<file path="src/design/rftd_pkg.sv">
`timescale 1ns / 1ps
`default_nettype none

package rftd_pkg;

    localparam int STORE_DEPTH = 14;
    localparam int INDEX_W     = 4;
    localparam int CHAR_CNT_W  = 3;
    localparam int TAG_BITS    = 32;
    localparam int BCD_DIGITS  = 10;
    localparam int BCD_BITS    = 4 * BCD_DIGITS;
    localparam int STEP_CNT_W  = 5;

    localparam logic [INDEX_W-1:0] TAG_OFFSET = 4'd3;
    localparam logic [INDEX_W-1:0] INDEX_MAX  = 4'd15;
    localparam logic [INDEX_W-1:0] STORE_LAST = 4'd13;

    localparam logic [7:0] START_BYTE = 8'h02;
    localparam logic [7:0] END_BYTE   = 8'h03;

    typedef struct packed {
        logic       valid;
        logic [3:0] value;
    } hex_t;

    // Decodes one ASCII character as a hex digit; only 0-9, a-f and A-F count.
    function automatic hex_t hex_digit(input logic [7:0] c);
        hex_t h;
        h.valid = 1'b1;
        h.value = 4'd0;
        if (c >= 8'h30 && c <= 8'h39) begin
            h.value = 4'(c - 8'h30);
        end else if (c >= 8'h61 && c <= 8'h66) begin
            h.value = 4'(c - 8'h57);
        end else if (c >= 8'h41 && c <= 8'h46) begin
            h.value = 4'(c - 8'h37);
        end else begin
            h.valid = 1'b0;
        end
        return h;
    endfunction

endpackage

`default_nettype wire

</file>
<file path="src/design/rfid_frame_tag_decoder.sv">
`timescale 1ns / 1ps
`default_nettype none

// RFID reader frame decoder.
// The slave channel takes one received serial byte per item on s_tdata. A start
// byte resets the frame position, and every byte at a position below STORE_DEPTH
// is stored in a small frame buffer. An end byte written at position FRAME_LEN - 1
// completes a frame: the hex tag characters at buffer offset three are decoded into
// a 32-bit tag, stopping at the first character that is not a hex digit, and that
// tag is converted into ten BCD digits. An end byte at any other position flags an
// error and clears the position. Every input item yields exactly one result item on
// the master channel, carrying the ok and error flags in m_tuser and the last tag in
// binary and BCD. A byte that completes no frame gives its result from the output
// register in the cycle after it is accepted. A completed frame passes through the
// parse state, which examines the tag characters in turn, the shift-and-add-3 unit,
// which converts the tag bit by bit, and then the output register. One item is in
// flight at a time; s_tready is low while a frame is being decoded or while an
// undelivered result waits. If the receiver stalls, the result holds in the output
// register and no new item is taken.
// Reset clears the frame position, the last tag (binary and BCD) and the output.
module rfid_frame_tag_decoder
    import rftd_pkg::*;
#(
    parameter int FRAME_LEN = 14,
    parameter int TAG_CHARS = 8
) (
    input  wire logic        aclk,
    input  wire logic        aresetn,
    input  wire logic        s_tvalid,
    output logic             s_tready,
    input  wire logic [7:0]  s_tdata,   // [7:0] rx_byte
    output logic             m_tvalid,
    input  wire logic        m_tready,
    output logic [71:0]      m_tdata,   // [31:0] tag_value, [71:32] tag_decimal_bcd
    output logic [1:0]       m_tuser    // [0] frame_ok, [1] frame_error
);

    localparam logic [1:0] ST_IDLE  = 2'd0;
    localparam logic [1:0] ST_PARSE = 2'd1;
    localparam logic [1:0] ST_CONV  = 2'd2;

    logic [1:0]            state_reg;
    logic [INDEX_W-1:0]    index_reg;
    logic [CHAR_CNT_W-1:0] char_reg;
    logic [TAG_BITS-1:0]   acc_reg;
    logic [TAG_BITS-1:0]   last_tag_reg;
    logic [BCD_BITS-1:0]   last_bcd_reg;
    logic                  m_valid_reg;
    logic                  ok_reg;
    logic                  err_reg;
    logic [7:0]            store [STORE_DEPTH];

    logic                  s_fire;
    logic [INDEX_W-1:0]    idx_wr;
    logic [INDEX_W-1:0]    idx_inc;
    logic                  frame_good;
    hex_t                  digit;
    logic [TAG_BITS-1:0]   acc_shift;
    logic                  parse_last;
    logic                  conv_start;
    logic                  conv_done;
    logic [BCD_BITS-1:0]   conv_bcd;

    assign s_tready = (state_reg == ST_IDLE) && (!m_valid_reg || m_tready);
    assign s_fire   = s_tvalid && s_tready;

    // Position the byte is written to, and the position after it.
    assign idx_wr     = (s_tdata == START_BYTE) ? '0 : index_reg;
    assign idx_inc    = (idx_wr == INDEX_MAX) ? INDEX_MAX : idx_wr + 1'b1;
    assign frame_good = (idx_inc == INDEX_W'(FRAME_LEN));

    // One tag character is examined per cycle while parsing.
    assign digit      = hex_digit(store[TAG_OFFSET + INDEX_W'(char_reg)]);
    assign acc_shift  = {acc_reg[TAG_BITS-5:0], digit.value};
    assign parse_last = !digit.valid || (char_reg == CHAR_CNT_W'(TAG_CHARS - 1));
    assign conv_start = (state_reg == ST_PARSE) && parse_last;

    // The frame buffer has no reset; entries are only read after being written.
    always_ff @(posedge aclk) begin
        if (s_fire && idx_wr <= STORE_LAST) begin
            store[idx_wr] <= s_tdata;
        end
    end

    always_ff @(posedge aclk) begin
        if (!aresetn) begin
            state_reg    <= ST_IDLE;
            index_reg    <= '0;
            last_tag_reg <= '0;
            last_bcd_reg <= '0;
            m_valid_reg  <= 1'b0;
            ok_reg       <= 1'b0;
            err_reg      <= 1'b0;
            char_reg     <= '0;
            acc_reg      <= '0;
        end else begin
            if (m_valid_reg && m_tready) begin
                m_valid_reg <= 1'b0;
            end
            unique case (state_reg)
                ST_IDLE: begin
                    if (s_fire) begin
                        if (s_tdata == END_BYTE && frame_good) begin
                            index_reg <= idx_inc;
                            char_reg  <= '0;
                            acc_reg   <= '0;
                            state_reg <= ST_PARSE;
                        end else begin
                            index_reg   <= (s_tdata == END_BYTE) ? '0 : idx_inc;
                            ok_reg      <= 1'b0;
                            err_reg     <= (s_tdata == END_BYTE);
                            m_valid_reg <= 1'b1;
                        end
                    end
                end
                ST_PARSE: begin
                    if (digit.valid) begin
                        acc_reg <= acc_shift;
                    end
                    char_reg <= char_reg + 1'b1;
                    if (parse_last) begin
                        last_tag_reg <= digit.valid ? acc_shift : acc_reg;
                        state_reg    <= ST_CONV;
                    end
                end
                ST_CONV: begin
                    if (conv_done) begin
                        last_bcd_reg <= conv_bcd;
                        ok_reg       <= 1'b1;
                        err_reg      <= 1'b0;
                        m_valid_reg  <= 1'b1;
                        state_reg    <= ST_IDLE;
                    end
                end
                default: begin
                    state_reg <= ST_IDLE;
                end
            endcase
        end
    end

    rftd_bin2bcd u_bin2bcd (
        .aclk    (aclk),
        .aresetn (aresetn),
        .start   (conv_start),
        .bin_in  (digit.valid ? acc_shift : acc_reg),
        .done    (conv_done),
        .bcd_out (conv_bcd)
    );

    assign m_tvalid = m_valid_reg;
    assign m_tdata  = {last_bcd_reg, last_tag_reg};
    assign m_tuser  = {err_reg, ok_reg};

endmodule

`default_nettype wire

</file>
<file path="src/design/rftd_bin2bcd.sv">
`timescale 1ns / 1ps
`default_nettype none

// Shift-and-add-3 converter: one bit of the binary value per cycle.
module rftd_bin2bcd
    import rftd_pkg::*;
(
    input  wire logic                aclk,
    input  wire logic                aresetn,
    input  wire logic                start,
    input  wire logic [TAG_BITS-1:0] bin_in,
    output logic                     done,
    output logic [BCD_BITS-1:0]      bcd_out
);

    logic [TAG_BITS-1:0]   bin_reg;
    logic [BCD_BITS-1:0]   bcd_reg;
    logic [BCD_BITS-1:0]   bcd_adj;
    logic [STEP_CNT_W-1:0] step_reg;
    logic                  busy_reg;
    logic                  done_reg;

    always_comb begin
        for (int k = 0; k < BCD_DIGITS; k++) begin
            if (bcd_reg[4*k +: 4] >= 4'd5) begin
                bcd_adj[4*k +: 4] = bcd_reg[4*k +: 4] + 4'd3;
            end else begin
                bcd_adj[4*k +: 4] = bcd_reg[4*k +: 4];
            end
        end
    end

    always_ff @(posedge aclk) begin
        if (!aresetn) begin
            busy_reg <= 1'b0;
            done_reg <= 1'b0;
            step_reg <= '0;
        end else begin
            done_reg <= 1'b0;
            if (start) begin
                busy_reg <= 1'b1;
                step_reg <= '0;
                bin_reg  <= bin_in;
                bcd_reg  <= '0;
            end else if (busy_reg) begin
                bcd_reg  <= {bcd_adj[BCD_BITS-2:0], bin_reg[TAG_BITS-1]};
                bin_reg  <= {bin_reg[TAG_BITS-2:0], 1'b0};
                step_reg <= step_reg + 1'b1;
                if (step_reg == STEP_CNT_W'(TAG_BITS - 1)) begin
                    busy_reg <= 1'b0;
                    done_reg <= 1'b1;
                end
            end
        end
    end

    assign done    = done_reg;
    assign bcd_out = bcd_reg;

endmodule

`default_nettype wire
</file>
<file path="config.mk">
export PLATFORM = sky130hd
export DESIGN_NAME = rfid_frame_tag_decoder
export DESIGN_NICKNAME = d
export VERILOG_FILES = /design/src/design/rftd_pkg.sv /design/src/design/rfid_frame_tag_decoder.sv /design/src/design/rftd_bin2bcd.sv
export SDC_FILE = /design/constraint.sdc
export NUM_CORES = 1
export LEC_CHECK = 0
export ABC_AREA = 0
export BUFFER_PORTS_ARGS = -buffer_cell sky130_fd_sc_hd__buf_4
export CELL_PAD_IN_SITES_DETAIL_PLACEMENT = 1
export CELL_PAD_IN_SITES_GLOBAL_PLACEMENT = 2
export CORE_ASPECT_RATIO = 1.1
export CORE_MARGIN = 2
export CORE_UTILIZATION = 35
export CTS_BUF_LIST = sky130_fd_sc_hd__clkbuf_16
export DETAILED_ROUTE_END_ITERATION = 16
export PLACE_DENSITY_LB_ADDON = 0.3
export SLEW_MARGIN = 20
export SYNTH_ARGS = -nofsm -noshare
export SYNTH_HDL_FRONTEND = slang
export SYNTH_SLANG_ARGS = --single-unit
export TNS_END_PERCENT = 10
</file>
<file path="constraint.sdc">
create_clock -name aclk -period 5.09 [get_ports aclk]
set_input_delay 0.2545 -clock aclk [delete_from_list [all_inputs] [get_ports aclk]]
set_output_delay 0.2545 -clock aclk [all_outputs]
set_load 0.005 [all_outputs]
</file>
==> summary.txt, run 1 <==
Power and ir drop
  – Power per cell area: 338.5 nW/um^2
  – P_leak: 5.502 nW
  – Max VDD drop: 0.2433 mV
  – Overall power: 5.294 mW

Critical path
  – Crit start category: primary input
  – Crit path arrival time: 4.96 ns
  – Worst-path maximum fanout: 28
  – Max incr delay on CP: 0.59 ns
  – Worst Setup End Kind: flip-flop
  – Worst setup path category: primary input to flip-flop
  – Required @ worst endpoint: 5.51 ns
  – R2R Path Start: char_reg[1]
  – Worst r2r path cells: 14
  – Flop2flop setup slack: 0.81 ns
  – Slowest CP cell: or4_1
  – Crit-path cells: dlygate4sd3_1 > buf_4 > or4_1 > or2_2 > o21ai_0 > inv_1 > ha_1 > or3_1 > a211oi_1 > a31oi_1 > nand2_1 > o21ai_4 > a22o_1
  – Worst r2r dst: last_tag_reg[9]

Floorplanning
  – Chip width: 190.1 um
  – Core ar.: 37310 um^2
  – Initial Utilization: 0.3572
  – Row Count: 74
  – Die ar.: 39660 um^2
  – Vert. Die Dim: 208.7 um
  – IO Pins: 88

Timing
  – Max Slew Vio Count: 0
  – Final setup fails: 0
  – Final period util: 0.8913
  – WHS: 0.01744 ns
  – FMAX: 220.4 MHz
  – Post-route worst setup slack: 0.5531 ns
  – Rel. slew slack: 0.3358
  – Slew @ Worst Pin: 0.9910 ns
  – Setup TNS: 0 ns
  – RSZ-0062 raised after global routing: false
  – Clk_skew: 0.02950 ns
  – Post-route minimum period: 4.537 ns
  – Final Hold Vio Count: 0

Final layout
  – FF+latch area: 7989 um^2
  – Area of the multi-input gates: 4850 um^2
  – Diodes inserted: 0
  – Utilization after layout: 0.4192
  – Layout fillers: 4013
  – Largest register FFs: 112
  – Synth-to-Final Area Change: 17.37%
  – Layout net count: 1270
  – Layout cells sized above 1: 0.1579

Yosys
  – Share of the synthesized area in the top cell type: 0.4146
  – Yosys top cell by area: edfxtp_1
  – Post-Synthesis Cells: 1141
  – Post-Syn Area: 13330 um^2
  – Ys async rst share: 0
  – Ys Warns: 0
  – Post-synth top flop: edfxtp_1
  – Count of cell types in the netlist: 66
  – Number of flops mapped to enable cells by yosys: 184
  – Syn nets: 1186
  – Mean Syn Cell Area: 11.68 um^2
  – Synth area leaders: edfxtp_1 41%, dfxtp_1 18%, nand2_1 4.9%
  – Sequential fraction of the synthesis area: 0.5993
  – #FFs+latches synth: 307

Global routing
  – Initial antenna violation count: 0
  – GRT overflow: 0
  – Largest net degree at the start of global routing: 123
  – GRT Total Usage: 0.1673
  – First-pass GRT wire length: 52.49 mm
  – Vias in the first global route: 9251

Routing
  – DR WL/cell: 18.70 um
  – Vias per cell: 5.141
  – Iter 0 DRT Violations: 475
  – Vias: 8986
  – Drt first pass iters: 4
  – DRC viols: 0
  – Post-route ant nets: 0
  – Drt total wl: 32.68 mm

CTS
  – Inserted Clock Buffers: 37
  – PostCTS Resize Cnt: 0
  – Htree depth: 2
  – Root buffer cell: clkbuf_16
  – CTS tree: built
  – Postcts setup bufs: 0
  – Worst-Skew Late Latency: 0.54 ns
  – Clk buf depth: 3
  – Clk slew on worst S/H paths: 0.06 ns
  – Clock Sinks: 307

Run status
  – Outcome: complete, no violations

Worst hold path
  – Worst hold start: s_tdata[3]
  – Worst Hold Class: primary input to flip-flop
  – Hold EP: store[3][3]
  – Hold depth: 1

Place
  – Placer congestion estimate: 0.7359
  – Placement Setup Slack: 0.5661 ns
  – Port buffer count: 87
  – DP HPWL: 21.38 mm

Flow run
  – MaxCap Viol Count: 0
==> per-stage QoR <==
step | cells | area (um^2)
2_1_floorplan | 1141 | 13330
3_3_place_gp | 1677 | 14430
3_5_place_dp | 1677 | 14430
4_1_cts | 1748 | 15640
5_1_grt | 1748 | 15640
6_report | 1748 | 15640
==> final cells by class <==
cell class / count / share of cell area
flip-flops and latches: 307 / 0.5107
multi-input cells: 727 / 0.3100
clock buffers: 38 / 0.06079
repair buffers: 109 / 0.05359
well taps: 494 / 0.03951
clock inverters: 30 / 0.01504
inverters: 43 / 0.01032
==> power by group <==
group          switching (mW)  internal [mW]
combinational          0.0590         0.0266
clock                    1.05           1.51
sequential            0.00556           2.64
==> cells in the mapped netlist (2+ instances only) <==
| library cell | count |
|---|---|
| o21a_1 | 6 |
| nor4_1 | 3 |
| nor3_1 | 20 |
| nand2b_1 | 3 |
| nor3b_1 | 4 |
| o2bb2ai_1 | 19 |
| a22oi_1 | 21 |
| o211ai_1 | 2 |
| nand3_1 | 8 |
| o21bai_1 | 9 |
| a31oi_1 | 43 |
| and3_1 | 2 |
| xnor2_1 | 11 |
| or2_2 | 2 |
| mux2i_1 | 21 |
| edfxtp_1 | 184 |
| o22ai_1 | 4 |
| a22o_1 | 30 |
| xor2_1 | 2 |
| a21oi_1 | 29 |
| buf_2 | 23 |
| o21ai_0 | 39 |
| a211oi_1 | 10 |
| nor2_1 | 86 |
| mux4_2 | 21 |
| nand2_1 | 175 |
| ha_1 | 33 |
| and2_1 | 14 |
| or3_1 | 6 |
| clkbuf_1 | 26 |
| nor2b_1 | 25 |
| o31ai_1 | 2 |
| a21boi_1 | 2 |
| buf_4 | 10 |
| buf_6 | 5 |
| mux2_2 | 4 |
| dfxtp_1 | 123 |
| a21boi_0 | 43 |
| inv_1 | 42 |
| a32oi_1 | 3 |
==> layer usage <==
| layer | wire (um) | vias up | global-route usage | share of wire |
|---|---|---|---|---|
| met5 | 0 | - | 0 | 0 |
| met4 | 619 | 0 | 0.04411 | 0.019 |
| met3 | 1453 | 44 | 0.02855 | 0.044 |
| met2 | 14510 | 164 | 0.2571 | 0.44 |
| met1 | 16100 | 4442 | 0.2439 | 0.49 |
| li1 | - | 4336 | - | - |
==> worst max path at each step <==
stage,cells after the start,slack (ns),to,startpoint
global placement,12,0.74,acc_reg[30],s_tdata[5]
CTS,13,0.57,acc_reg[30],s_tdata[5]
global route,13,0.27,acc_reg[5],s_tdata[4]
detailed placement,12,0.57,acc_reg[30],s_tdata[5]
floorplan,17,0.25,u_bin2bcd.bcd_out[0],char_reg[0]
finish,13,0.55,acc_reg[30],s_tdata[5]
==> cell usage in the layout, fill, tap and decap left out, types with 4 or more instances in the layout <==
master / instances
clkinv_2: 4
a211oi_1: 10
mux2_2: 4
dfxtp_1: 122
ha_1: 33
o21a_1: 5
clkinv_1: 7
a22o_1: 30
a31oi_1: 43
o22ai_1: 4
clkbuf_16: 38
and2_1: 14
o21bai_1: 9
nor3_1: 19
mux2i_1: 21
nand2_1: 175
o21ai_0: 39
or3_1: 6
nor2b_1: 25
a21oi_1: 29
a21boi_0: 43
nor3b_1: 4
mux4_2: 21
a22oi_1: 21
nand3_1: 8
inv_1: 54
edfxtp_1: 184
buf_4: 105
xnor2_1: 11
nor2_1: 85
o2bb2ai_1: 19
==> critical path, delay by kind of cell <==
| kind | cells | cell delay (ns) |
|---|---|---|
| adder cells (fa/ha/maj) | 1 | 0.33 |
| AND/OR/NAND/NOR | 4 | 1.63 |
| AO/OA/AOI/OAI | 5 | 1.86 |
| buffers and inverters | 3 | 0.85 |
==> repair_timing <==
item	4_1_cts	5_1_grt
hold buffers	3	0
setup endpoints to repair	0	0
endpoints found under the hold margin	42	0
==> logic make-up (layout without fill, tap and decap cells) <==
group,Yosys count,after routing,synth area share
mux,46,46,0.05464
fa+ha+maj,33,33,0.03098
flops,307,307,0.5993
compound gates,274,274,0.1459
simple gates,359,359,0.1203
xor+xnor,15,15,0.01098
buf+inv,107,220,0.03793
Note: power is estimated with default switching activity, not from simulation.
==> run 2: changes to the inputs <==
--- a/config.mk
+++ b/config.mk
@@ -14,9 +14,9 @@
 export CORE_UTILIZATION = 35
 export CTS_BUF_LIST = sky130_fd_sc_hd__clkbuf_16
 export DETAILED_ROUTE_END_ITERATION = 16
+export MAX_ROUTING_LAYER = met4
 export PLACE_DENSITY_LB_ADDON = 0.3
 export SLEW_MARGIN = 20
 export SYNTH_ARGS = -nofsm -noshare
 export SYNTH_HDL_FRONTEND = slang
 export SYNTH_SLANG_ARGS = --single-unit
-export TNS_END_PERCENT = 10
==> run 2 against run 1 <==
Net effect:
- die area unchanged
- hold slack got worse by 0.0051 ns
- sequential cell count unchanged
- sequential share of layout area unchanged
- clock power about the same
- clock skew decreased by 0.00098 ns
- sequential power about the same
- via count unchanged
- global-route usage increased by 0.51 points
- design area unchanged
- wire length about the same
- worst setup slack got worse by 0.0049 ns
==> summary.txt, run 2 (same netlist as run 1, synthesis figures left out) <==
Timing
  – Final period util: 0.8923
  – FMAX: 220.2 MHz
  – Clk_skew: 0.02851 ns
  – Post-route minimum period: 4.542 ns
  – Setup TNS: 0 ns
  – Final setup fails: 0
  – WHS: 0.01237 ns
  – Max Slew Vio Count: 0
  – Final Hold Vio Count: 0
  – Slew @ Worst Pin: 1.009 ns
  – RSZ-0062 raised after global routing: false
  – Rel. slew slack: 0.3240

Power and ir drop
  – Max VDD drop: 0.2448 mV
  – Overall power: 5.289 mW
  – Power per cell area: 338.1 nW/um^2
  – P_leak: 5.502 nW

Floorplanning
  – IO Pins: 88
  – Chip width: 190.1 um
  – Initial Utilization: 0.3572
  – Row Count: 74
  – Vert. Die Dim: 208.7 um
  – Core ar.: 37310 um^2
  – Die ar.: 39660 um^2

Routing
  – Drt total wl: 32.71 mm
  – DRC viols: 0
  – Vias per cell: 5.141
  – Post-route ant nets: 0
  – Drt first pass iters: 5
  – DR WL/cell: 18.71 um
  – Iter 0 DRT Violations: 500
  – Vias: 8986

Worst hold path
  – Hold depth: 1
  – Worst Hold Class: primary input to flip-flop

Critical path
  – Worst r2r path cells: 16
  – Worst Setup End Kind: flip-flop
  – Required @ worst endpoint: 5.51 ns
  – Slowest CP cell: or4_1
  – Crit-path cells: dlygate4sd3_1 > buf_4 > or4_1 > or2_2 > o21ai_0 > inv_1 > ha_1 > or3_1 > a211oi_1 > a31oi_1 > nand2_1 > o21ai_4 > a22o_1
  – Max incr delay on CP: 0.59 ns
  – Crit start category: primary input
  – Worst-path maximum fanout: 28
  – Crit path arrival time: 4.96 ns
  – Worst setup path category: primary input to flip-flop

Global routing
  – Vias in the first global route: 9249
  – First-pass GRT wire length: 52.52 mm
  – GRT overflow: 0
  – Largest net degree at the start of global routing: 123
  – GRT Total Usage: 0.1723
  – Initial antenna violation count: 0

Final layout
  – Layout fillers: 4013
  – Most common cell after layout, fill and taps aside: edfxtp_1
  – Most frequent cells in the layout: 184 x edfxtp_1, 175 x nand2_1, 122 x dfxtp_1
  – FF+latch area: 7989 um^2
  – Layout net count: 1270
  – Layout cells sized above 1: 0.1579
  – Synth-to-Final Area Change: 17.37%
  – Area of the multi-input gates: 4850 um^2
  – Diodes inserted: 0
  – Largest register FFs: 112

Place
  – DP HPWL: 21.38 mm
  – Placer congestion estimate: 0.7450
  – Port buffer count: 87

CTS
  – Root buffer cell: clkbuf_16
  – Inserted Clock Buffers: 37
  – Clk buf depth: 3
  – Clk slew on worst S/H paths: 0.06 ns
  – CTS Hold Buffers Added: 3
  – Postcts setup bufs: 0
  – Clock Sinks: 307
  – CTS tree: built
  – Htree depth: 2
  – PostCTS Resize Cnt: 0
  – Worst-Skew Late Latency: 0.54 ns

Flow run
  – MaxCap Viol Count: 0

Run status
  – Outcome: complete, no violations
## run 2: cell counts in the layout (fill, tap and decap cells not counted)
No cell type changed its count.
## run 2: worst paths after layout
kind               startpoint                     to  slack, ns
min                s_tdata[3]            store[3][3]       0.01
max reg2reg       char_reg[1]  u_bin2bcd.bin_reg[29]       0.83
min reg2reg  last_bcd_reg[36]       last_bcd_reg[36]       0.46
max                s_tdata[5]            acc_reg[30]       0.55
## run 2: cell type report
class / instances / share of cell area
repair buffers: 109 / 0.05359
well taps: 494 / 0.03951
flip-flops and latches: 307 / 0.5107
clock buffers: 38 / 0.06079
inverters: 43 / 0.01032
clock inverters: 30 / 0.01504
multi-input cells: 727 / 0.3100
## run 2: metrics by stage
| stage | utilization | setup WS (ns) | cells | cell area (um^2) |
|---|---|---|---|---|
| after floorplan | - | 0.2506 | 1141 | 13330 |
| after global placement | 0.3866 | 0.7436 | 1677 | 14430 |
| after detailed placement | 0.3866 | 0.5661 | 1677 | 14430 |
| after CTS | 0.4192 | 0.5739 | 1748 | 15640 |
| after global routing | 0.4192 | 0.2680 | 1748 | 15640 |
| final | 0.4192 | 0.5481 | 1748 | 15640 |
## run 2: critical path: cells and delay by family
| kind | cells | cell delay [ns] |
|---|---|---|
| AOI/OAI and AO/OA | 5 | 1.86 |
| buffers and inverters | 3 | 0.85 |
| and+or+nand+nor | 4 | 1.63 |
| adders and majority gates | 1 | 0.33 |
## run 2: power breakdown
group          internal (mW)  switching, mW
clock                   1.51           1.05
sequential              2.64        0.00552
combinational         0.0265         0.0588
## run 2: routing by layer
layer / routed length, um / share of wire / track usage
met1: 16240 / 0.50 / 0.2448
met2: 14550 / 0.44 / 0.2572
met5: 0 / 0 / -
met4: 614 / 0.019 / 0.04411
met3: 1308 / 0.040 / 0.02721
==> run 3: changes to the inputs <==
--- a/config.mk
+++ b/config.mk
@@ -7,8 +7,8 @@
 export LEC_CHECK = 0
 export ABC_AREA = 0
 export BUFFER_PORTS_ARGS = -buffer_cell sky130_fd_sc_hd__buf_4
-export CELL_PAD_IN_SITES_DETAIL_PLACEMENT = 1
-export CELL_PAD_IN_SITES_GLOBAL_PLACEMENT = 2
+export CELL_PAD_IN_SITES_DETAIL_PLACEMENT = 0
+export CELL_PAD_IN_SITES_GLOBAL_PLACEMENT = 1
 export CORE_ASPECT_RATIO = 1.1
 export CORE_MARGIN = 2
 export CORE_UTILIZATION = 35
==> run 3 against run 2 <==
Net effect:
- clock-buffer cell count down 4
- power down 3.5%
- critical path type is now flip-flop to flip-flop
- worst setup slack better by 0.19 ns
- largest cell class unchanged
- hold slack better by 0.047 ns
- global-route usage down 0.81 points
==> summary.txt, run 3 (same netlist as run 1, synthesis figures left out) <==
Critical path
  – Crit start category: flip-flop
  – Worst-path maximum fanout: 122
  – Crit path arrival time: 4.80 ns
  – Worst setup path category: flip-flop to flip-flop
  – Required @ worst endpoint: 5.53 ns
  – Worst Setup End Kind: flip-flop

Timing
  – Rel. slew slack: 0.2871
  – Final setup fails: 0
  – Setup TNS: 0 ns
  – Max Slew Vio Count: 0
  – Final Hold Vio Count: 0
  – Slew @ Worst Pin: 1.064 ns
  – RSZ-0062 raised after global routing: false
  – Final period util: 0.8558
  – FMAX: 229.6 MHz
  – Clk_skew: 0.02701 ns
  – Post-route minimum period: 4.356 ns

Power and ir drop
  – Switching share of power: 0.2165
  – Overall power: 5.104 mW
  – Net Switching: 1.105 mW
  – Flop pwr share: 0.517
  – Max VDD drop: 0.3429 mV
  – P_leak: 5.451 nW
  – Power per cell area: 327.2 nW/um^2
  – Internal Power: 3.999 mW
  – Clock power share: 0.465
  – Combinational power share: 0.017

Floorplanning
  – Vert. Die Dim: 208.7 um
  – Initial Utilization: 0.3572
  – Row Count: 74
  – Core ar.: 37310 um^2
  – Chip width: 190.1 um
  – Die ar.: 39660 um^2
  – IO Pins: 88

Flow run
  – MaxCap Viol Count: 0

Global routing
  – Vias in the first global route: 8733
  – GRT Total Usage: 0.1642
  – GRT overflow: 0
  – First-pass GRT wire length: 49.81 mm
  – Initial antenna violation count: 0
  – Largest net degree at the start of global routing: 123

CTS
  – Postcts setup bufs: 0
  – Root buffer cell: clkbuf_16
  – Worst-Skew Late Latency: 0.56 ns
  – PostCTS Resize Cnt: 0
  – CTS Hold Buffers Added: 7
  – Htree depth: 2
  – Inserted Clock Buffers: 34
  – Clk slew on worst S/H paths: 0.06 ns
  – Clock Sinks: 307
  – Clk buf depth: 3
  – CTS tree: built

Final layout
  – Most frequent cells in the layout: 184 x edfxtp_1, 175 x nand2_1, 122 x dfxtp_1
  – Layout cells sized above 1: 0.1559
  – Layout fillers: 3561
  – Synth-to-Final Area Change: 17.06%
  – Diodes inserted: 0
  – Most common cell after layout, fill and taps aside: edfxtp_1
  – Largest register FFs: 112
  – Layout net count: 1271

Place
  – Placer congestion estimate: 0.7840
  – Port buffer count: 87
  – DP HPWL: 19.28 mm

Routing
  – DRC viols: 0
  – Drt first pass iters: 5
  – Iter 0 DRT Violations: 556
  – Vias per cell: 5.079
  – Drt total wl: 30.84 mm
  – Post-route ant nets: 0
  – DR WL/cell: 17.68 um
  – Vias: 8862

Worst hold path
  – Worst Hold Class: primary input to flip-flop

Run status
  – Outcome: complete, no violations
[run 3: layer usage]
metal  vias up  part of all wire  global-route usage
met5         -                 0                   -
met4         0             0.024             0.05827
met3        47             0.049             0.03006
met2       184              0.44              0.2385
met1      4293              0.48              0.2298
li1       4338                 -                   -
[run 3: layout make-up]
cell class / count / area (um^2) / share of cell area
tap: 494 / 618.1 / 0.03962
timing repair buffer: 113 / 903.4 / 0.05790
sequential: 307 / 7989 / 0.5121
multi-input combinational: 727 / 4855 / 0.3112
clock inverter: 27 / 224.0 / 0.01436
clock buffer: 34 / 850.8 / 0.05454
inverter: 43 / 161.4 / 0.01035
[run 3: critical path: stages, from the launching register on]
cell,delay (ns)
dfxtp_1,0.51
inv_1,0.08
ha_1,0.29
nor4bb_1,0.68
a32o_1,0.22
a2111o_1,0.19
clkinv_1,0.15
ha_1,0.22
or3b_1,0.43
a41o_1,0.36
nor2_4,0.17
buf_12,0.41
nor2b_1,0.09
buf_4,0.23
and3_1,0.20
[run 3: power groups by stage]
stage	Clock [mW]	Sequential [mW]	Combinational [mW]
after floorplan	0	2.69	0.0454
after global placement	0	2.69	0.0837
after detailed placement	0	2.69	0.0849
after CTS	2.44	2.64	0.0896
after global routing	2.54	2.64	0.0982
final	2.38	2.64	0.0883
[run 3: final timing paths]
| kind | startpoint | to | slack, ns | cells past startpoint |
|---|---|---|---|---|
| worst min register to register | last_bcd_reg[11] | last_bcd_reg[11] | 0.46 | 2 |
| worst min-delay path | s_tdata[0] | store[3][0] | 0.06 | 1 |
| worst max register to register | char_reg[1] | u_bin2bcd.done | 0.73 | 14 |
| worst max-delay path | char_reg[1] | u_bin2bcd.done | 0.73 | 14 |
[run 3: stage by stage]
stage,area [um^2],hold WS (ns),utilization,instances,setup WS (ns)
CTS,15600,0.04276,0.4181,1745,0.7024
floorplan,13330,0.3534,-,1141,0.2506
finish,15600,0.05937,0.4181,1745,0.7341
global route,15600,0.05986,0.4181,1745,0.3425
detailed placement,14460,0.4530,0.3874,1677,0.7141
global placement,14450,0.4510,0.3873,1677,0.6501
